<file path="config.mk">
export PLATFORM = sky130hd
export DESIGN_NAME = wnnd_ctrl
export DESIGN_NICKNAME = d
export VERILOG_FILES = /design/src/rtl/core/wnnd_pkg.sv /design/src/rtl/core/wnnd_ctrl.sv
export SDC_FILE = /design/constraint.sdc
export NUM_CORES = 1
export LEC_CHECK = 0
export BUFFER_PORTS_ARGS = -buffer_cell sky130_fd_sc_hd__clkbuf_2
export CORE_AREA = 2 2 39 41
export DETAILED_ROUTE_END_ITERATION = 8
export DIE_AREA = 0 0 41 43
export PLACE_DENSITY_LB_ADDON = 0.25
export SYNTH_ARGS = -nofsm -noshare
export SYNTH_HDL_FRONTEND = slang
export SYNTH_SLANG_ARGS = --single-unit
</file>
<file path="constraint.sdc">
create_clock -name clk -period 1.38 [get_ports clk]
set_input_delay 0.207 -clock clk [delete_from_list [all_inputs] [get_ports clk]]
set_output_delay 0.207 -clock clk [all_outputs]
set_load 0.02 [all_outputs]
</file>
<file path="src/rtl/core/wnnd_pkg.sv">
package wnnd_pkg;

	localparam int MAX_POINTS_DEF = 256;
	localparam int MAX_RANK_DEF = 8;
	localparam int COORD_INT_BITS_DEF = 10;
	localparam int FRAC_BITS_DEF = 8;

	localparam int OUT_BITS = 27;
	localparam int CFG_IDX_BITS = 2;
	localparam int CFG_DATA_BITS = 16;
	localparam int CNT_CFG_BITS = 9;
	localparam int RANK_CFG_BITS = 3;
	localparam int MUL_BITS = 16;

	localparam logic [CFG_IDX_BITS-1:0] REG_POINT_COUNT = 2'd0;
	localparam logic [CFG_IDX_BITS-1:0] REG_RANK = 2'd1;
	localparam logic [CFG_IDX_BITS-1:0] REG_MUL_FACTOR = 2'd2;

	localparam logic REQ_LOAD = 1'b0;
	localparam logic REQ_QUERY = 1'b1;

	// Controller to datapath.
	typedef struct packed {
		logic load_wr;   // write the input beat into the point table
		logic q_start;   // capture the query position, clear the nearest list
		logic rd_en;     // read the next point of the table
		logic acc_en;    // a point read last cycle enters the distance pipe
		logic sq_start;  // begin the square root of the chosen entry
		logic sq_step;   // one square root iteration
		logic mul_en;    // scale the root and load the output register
	} wnnd_cmd_t;

	// Datapath to controller.
	typedef struct packed {
		logic rd_last;   // the read issued this cycle is the last one
		logic pipe_idle; // no distance in flight
		logic sq_done;   // square root finished
		logic out_full;  // output register holds a beat
	} wnnd_sts_t;

endpackage

</file>
<file path="src/rtl/core/wnnd_ctrl.sv">
module wnnd_ctrl (
	input  logic clk,
	input  logic arst_n,
	input  logic in_beat,
	input  logic req_type,
	output logic in_ready,
	output wnnd_pkg::wnnd_cmd_t cmd,
	input  wnnd_pkg::wnnd_sts_t sts
);
	typedef enum logic [4:0] {
		ST_IDLE  = 5'b00001,
		ST_READ  = 5'b00010,
		ST_DRAIN = 5'b00100,
		ST_SQRT  = 5'b01000,
		ST_OUT   = 5'b10000
	} state_t;

	state_t state_q, state_d;
	logic rd_prev_q;

	assign in_ready = (state_q == ST_IDLE);

	always_comb begin
		state_d = state_q;
		cmd = '0;
		cmd.acc_en = rd_prev_q;
		case (state_q)
			ST_IDLE: begin
				if (in_beat) begin
					if (req_type == wnnd_pkg::REQ_LOAD) begin
						cmd.load_wr = 1'b1;
					end else begin
						cmd.q_start = 1'b1;
						state_d = ST_READ;
					end
				end
			end
			ST_READ: begin
				cmd.rd_en = 1'b1;
				if (sts.rd_last)
					state_d = ST_DRAIN;
			end
			ST_DRAIN: begin
				if (sts.pipe_idle) begin
					cmd.sq_start = 1'b1;
					state_d = ST_SQRT;
				end
			end
			ST_SQRT: begin
				cmd.sq_step = 1'b1;
				if (sts.sq_done && !sts.out_full) begin
					cmd.sq_step = 1'b0;
					cmd.mul_en = 1'b1;
					state_d = ST_OUT;
				end
			end
			ST_OUT: begin
				state_d = ST_IDLE;
			end
			default: state_d = ST_IDLE;
		endcase
	end

	always_ff @(posedge clk or negedge arst_n) begin
		if (!arst_n) begin
			state_q <= ST_IDLE;
			rd_prev_q <= 1'b0;
		end else begin
			state_q <= state_d;
			rd_prev_q <= cmd.rd_en;
		end
	end

endmodule
</file>
After elaboration in Yosys (flattened, before gate mapping)
Index checks and enable logic that the tools add are counted.

Flip-flop bits (word level): 6. Output and inout bits: 8. Input bits: 8. Word-level logic and storage cells: 29.

Equal/unequal tests: 9. Multiplexer cells: 15. Reductions and logical operators: 3.

Operators with widths (count): 5-bit two-way mux (5); 5-bit case mux with 4 select lines (1); 2-bit inequality test, second input constant (5); 2-bit two-way mux (4); 5-bit by 1-bit == test with 1-bit output, second input constant (1); 5-bit by 2-bit == test with 1-bit output, second input constant (1); 5-bit by 3-bit == test with 1-bit output, second input constant (1); 5-bit by 4-bit == test with 1-bit output, second input constant (1); 1-bit two-way mux (5); 5-bit AND reduction (1); 1-bit logical AND (1); 1-bit zero test (1).

Logic depth before layout (Yosys ltp)
Gate-level depths: netlist of the first run.

Word-level depth: 4. Gate-level depth with buffers: 3. Gate-level depth less buffers: 3.

Least setup slack after synthesis of the first run
Ideal clock, no wire load.

Kind: reg-to-output. Start: register state_q[2]. End: output cmd[6] (netlist name). Path slack: 48 ps. Stages on the path, launching flop included: 4. Data arrival time: 1125 ps. Required time: 1173 ps. Cell sequence: dfrtp_1 -> nor2_1 -> and3_1 -> and3b_1.

RTL lines: start, declared (RTL line wnnd_ctrl.sv:18) `state_t state_q, state_d;`; start signal, assigned (RTL line wnnd_ctrl.sv:69) `state_q <= state_d;`; end, declared (RTL line wnnd_ctrl.sv:7) `output wnnd_pkg::wnnd_cmd_t cmd,`.

==> metrics.txt, run 1 <==
diodes inserted=0; relative slew slack=between 80% and 90%; number of global-route vias before repair=about 330; Area growth syn-to-layout=61.28%; PortBufs=15; Boundary Pins=16; Ys Warns=0; wire per inst=approximately 11 um; Clock Tree Buf Depth=2; register area share after synthesis=roughly 45%; # fillers=about 150; H-tree levels=1; Final GP Congestion=between 0.6 and 0.7; Mean Syn Cell Area=about 9.8 um2; power density of the placed cells=around 900 nW/um2; Setup CP Type=register to output port; hold slack=approximately 0.16 ns; worst slew pin tran=0.1929 ns; proportion of netlist area held by the largest area contributor=37.59%; most common cell after layout, fill and taps aside=clkbuf_2; largest net degree at the start of global routing=7; Routed Antenna Nets=0; MaxCap Viol Count=0; run status=complete, but fails checks; dpl cell area=~430 um2; Req. time, crit path=1.17 ns; Critical Path Start Type=register; final setup violation count=6; Syn Inst Count=34; syn nets=42; crit path time final=approximately 1.5 ns; top post-synthesis cells by area=dfrtp_1, dfstp_2, and3_1; drc violations=0; Crit Path Max Fanout=5; commonest cells after routing, fill and taps aside=clkbuf_2, buf_4, dfrtp_1; Seq cells post-synth=6; failing checks=negative setup slack; Setup crit end kind=output port; worst setup margin=-0.1409 ns; die height=43 um; core area=around 1400 um2; final instance area=between 500 and 600 um2; global-route wire length before repair=1.311 mm; GRT Resource Usage Total=about an eighth; Max Slew Vio Count=0; Leakage=0.2695 nW; clk slew on worst S/H paths=0.05 ns; clock insertion delay at the later pin of the skew report=roughly 0.25 ns; Yosys cell types=21; Max Clk Rate=approximately 0.66 GHz; unrepaired setup endpoints after global routing=true; layout cells sized above 1=a little under three fifths; vias post-DR=roughly 340; WL final=approximately 800 um; antenna violations before repair=0; HP Class=input port to register; Remaining Overflow, GRT=0; Max IR drop VDD=between 0.3 and 0.4 mV; Num Clock Sinks=6; CTS Buf Count=3; Worst EP arrival=around 1.3 ns; Setup TNS Final=-0.6362 ns; Core Rows=14; Clock Tree Root=clkbuf_4; Initial DRC Count=4; Initial Util=~24%; post-synth top area cell=dfrtp_1; DP Wirelength=between 500 and 600 um; crit share post-route=110.2%; Hold Fails Final Rpt=0; Die Footprint=between 1500 and 2000 um2; die width=about 41 um; clk_skew=about 0.0098 ns; Post-Syn Area=roughly 330 um2; # nets final=65; CTS tree=yes; vias per std cell=~4.7; drt first pass iters=3
## cell families (layout without fill, tap and decap cells)
family,count (synthesis),after routing,share of synthesized area [%]
AOI/OAI and AO/OA,5,5,12.41
DFF,6,6,45.49
buffers and inverters,3,25,5.637
and+or+nand+nor,20,20,36.47
## Yosys cell counts
| cell | instances |
|---|---|
| and2_1 | 1 |
| buf_4 | 2 |
| nor2_1 | 5 |
| dfrtp_1 | 5 |
| nand2b_1 | 1 |
| a21o_1 | 1 |
| dfstp_2 | 1 |
| nor2b_2 | 1 |
| and3b_1 | 1 |
| a22oi_1 | 1 |
| nor2b_1 | 1 |
| nor2b_4 | 1 |
| or3_1 | 1 |
| o21ai_0 | 1 |
| nor3_1 | 1 |
| o2bb2ai_1 | 1 |
| and4_1 | 1 |
| and3_1 | 4 |
| nand2_1 | 2 |
| a31oi_2 | 1 |
| inv_1 | 1 |
## area by class of cell
type                       count  area [um2]  area share (%)
timing repair buffer          20       151.4           28.21
tap                           16       20.02           3.730
inverter                       1       3.754          0.6993
multi-input combinational     25       183.9           34.27
clock buffer                   4       26.28           4.895
sequential                     6       151.4           28.21
## critical path, cell delays in order, from the launching register on
cell,delay [ns]
dfrtp_1,0.41
nor3_2,0.20
buf_4,0.16
and3_4,0.18
buf_6,0.11
## per-layer routing
metal / up-vias / track usage (%) / part of all wire (%)
met5: - / 0 / 0
met4: 0 / 8.000 / 2.7
li1: 164 / - / -
met2: 16 / 17.81 / 48
met3: 4 / 4.712 / 7.5
met1: 152 / 12.25 / 41
## through the flow
stage               util [%]  setup slack (ns)  cells  power [mW]
CTS                    37.79           -0.1304     72      0.4928
detailed placement     30.92           0.09393     65      0.2848
global route           38.79           -0.2288     72      0.5172
global placement       30.92            0.1085     65      0.2848
finish                 38.79           -0.1409     72      0.4849
floorplan                  -           0.04835     34      0.2483
## report_power, final
group / internal [mW] / switching (mW) / leakage, nW
Sequential: 0.187 / 0.00808 / 0.0795
Clock: 0.110 / 0.0703 / 0.0150
Combinational: 0.0567 / 0.0529 / 0.175
Total: 0.354 / 0.131 / 0.270
## state kept, by name (all words and copies together), names as in the netlist
signal     count
state_q        5
rd_prev_q      1
## what timing repair did
action                                  4_1_cts  5_1_grt
hold endpoints to repair                      6        0
pin swaps                                     3        1
resized for setup                            11        8
endpoints found under the setup margin        7        7
setup buffers                                 2        0
cloned                                        0        0
hold buffers                                  1        0
## final timing paths
path                       depth (start not counted)  slack, ns        from          to
min                                                2       0.16      sts[2]  state_q[2]
max                                                4      -0.14  state_q[1]      cmd[2]
max in group asynchronous                          2       0.83      arst_n  state_q[0]
min in group asynchronous                          2       0.31      arst_n   rd_prev_q
max reg2reg                                        3       0.19  state_q[2]  state_q[0]
min reg2reg                                        2       0.60  state_q[4]  state_q[0]
Power figures use the tool's default switching activity.
==> run 2, diff against run 1 <==
SETUP_SLACK_MARGIN = 0.2   (was default)
clock period = 1.85 ns   (was 1.38 ns; I/O delays follow)
==> metrics.txt, run 2 (synthesis gave the netlist of run 1 again) <==
Initial Util=24.05% (unchanged); Clock Tree Root=clkbuf_4; clock insertion delay at the later pin of the skew report=0.24 ns (about the same); run status=completed; drc violations=0 (unchanged); Gate power share=18.8% (-3.8 points); core area=1384 um2 (unchanged); layout cells sized above 1=54.72% (-2.4 points); Psw=0.09029 mW (-31%); Setup CP Type=register to output port; Req. time, crit path=1.57 ns (+0.40 ns); wire per inst=9.290 um (-17%); most common cell after layout, fill and taps aside=clkbuf_2; Top Registers=state_q x5, rd_prev_q x1; Setup TNS Final=0 ns (+0.6362 ns); vias per std cell=4.507 (-3.4%); Max IR drop VDD=0.2483 mV (-23%); worst slew pin tran=0.2212 ns (+0.02828 ns); die height=43 um (unchanged); hold slack=0.2318 ns (+0.07125 ns); CTS tree=yes; Int Pwr=0.2511 mW (-29%); drt first pass iters=2 (-1); Remaining Overflow, GRT=0 (unchanged); relative slew slack=85.21% (-1.8 points); Clock Tree Buf Depth=2 (unchanged); diodes inserted=0 (unchanged); clk slew on worst S/H paths=0.05 ns (about the same); power density of the placed cells=714.3 nW/um2 (-21%); Leakage=0.2508 nW (-7.0%); Boundary Pins=16 (unchanged); Max stage delay cell, worst path=dfrtp_2; H-tree levels=1 (unchanged); antenna violations before repair=0 (unchanged); # fillers=146 (-0.68%); cells along the critical path=nor3_4, and3_1, clkbuf_2; clock network power share=37.8% (+0.6 points); switching share of power=26.45% (-0.63 points); global-route wire length before repair=959 um (-27%); final instance area=478.0 um2 (-11%); Final Power=0.3414 mW (-30%); dpl cell area=412.9 um2 (-3.5%); Reg with most FFs=state_q; Max Slew Vio Count=0 (unchanged); final setup violation count=0 (-6); WL final=641 um (-20%); commonest cells after routing, fill and taps aside=clkbuf_2, dfrtp_1, nor2_1, and3_1, clkbuf_4; DP Wirelength=522.1 um (-4.2%); vias post-DR=311 (-7.4%); max FFs per register=5 (unchanged); MaxCap Viol Count=0 (unchanged); R2R Setup Slk=0.67 ns (+0.48 ns); unrepaired setup endpoints after global routing=true; Setup crit end kind=output port; crit share post-route=a little under nine tenths; Final GP Congestion=0.7282 (+6.0%); Max Clk Rate=between 0.6 and 0.7 GHz; Area growth syn-to-layout=43.61%; die width=41 um (unchanged); Critical Path Start Type=register; Crit Path Max Fanout=5 (unchanged); Hold Fails Final Rpt=0 (unchanged); Die Footprint=1763 um2 (unchanged); Core Rows=14 (unchanged); clk_skew=0.007253 ns (-0.002554 ns); largest net degree at the start of global routing=7 (unchanged); number of global-route vias before repair=234 (-29%); crit path time final=around 1.6 ns; CTS Buf Count=3 (unchanged); Routed Antenna Nets=0 (unchanged); GRT Resource Usage Total=8.603% (-3.0 points); crit-path max cell delay=0.44 ns (+0.03 ns); Worst EP arrival=1.30 ns (about the same); sequential share of power=43.4% (+3.2 points); Initial DRC Count=3 (-1); HP Class=input port to register; # nets final=62 (-4.6%); PortBufs=15 (unchanged); Num Clock Sinks=6 (unchanged)
==> run 2: final cells by class <==
cell class                 instances  area [um2]  share of cell area (%)
timing repair buffer              17       92.59                   19.37
multi-input combinational         25       182.7                   38.22
inverter                           1       3.754                  0.7853
sequential                         6       152.6                   31.94
tap                               16       20.02                   4.188
clock buffer                       4       26.28                   5.497
==> run 2: worst paths after layout <==
check,endpoint,cells past startpoint,start
max in group asynchronous,state_q[0],2,arst_n
max reg2reg,state_q[0],3,state_q[2]
min,state_q[2],2,sts[2]
max,cmd[2],3,state_q[1]
min reg2reg,state_q[4],3,state_q[1]
min in group asynchronous,state_q[4],2,arst_n
==> run 2: stage by stage <==
| stage | setup slack (ns) | utilization [%] | cells |
|---|---|---|---|
| after global placement | 0.4461 | 29.84 | 63 |
| after CTS | 0.2328 | 32.82 | 68 |
| final | 0.2739 | 34.54 | 69 |
| after global routing | 0.1865 | 34.54 | 69 |
| after floorplan | 0.4479 | - | 34 |
| after detailed placement | 0.3928 | 29.84 | 63 |
==> run 2: layer usage <==
layer	vias up	global-route usage [%]	routed length [um]
met5	-	0	0
met4	0	6.000	4
met3	2	4.712	65
met2	14	10.31	280
met1	138	11.22	291
li1	157	-	-
==> run 2: worst max-delay path: cells and delay by family, from the launching register on <==
kind          cells  cell delay (ns)
buf+inv           1             0.16
flops             1             0.44
simple gates      2             0.45
==> run 2: power by group through the flow <==
stage | Clock, mW | Sequential (mW) | Combinational, mW
4_1_cts | 0.136 | 0.146 | 0.0626
2_1_floorplan | 0 | 0.145 | 0.0399
3_3_place_gp | 0 | 0.147 | 0.0597
5_1_grt | 0.139 | 0.150 | 0.0726
6_report | 0.129 | 0.148 | 0.0643
3_5_place_dp | 0 | 0.147 | 0.0599
==> run 2: repair_timing <==
item / CTS / global route
pin swaps: 0 / 2
gates resized for setup: 1 / 8
endpoints found under the setup margin: 3 / 5
hold buffers: 1 / 0
setup buffers: 0 / 1
hold endpoints to repair: 5 / 0
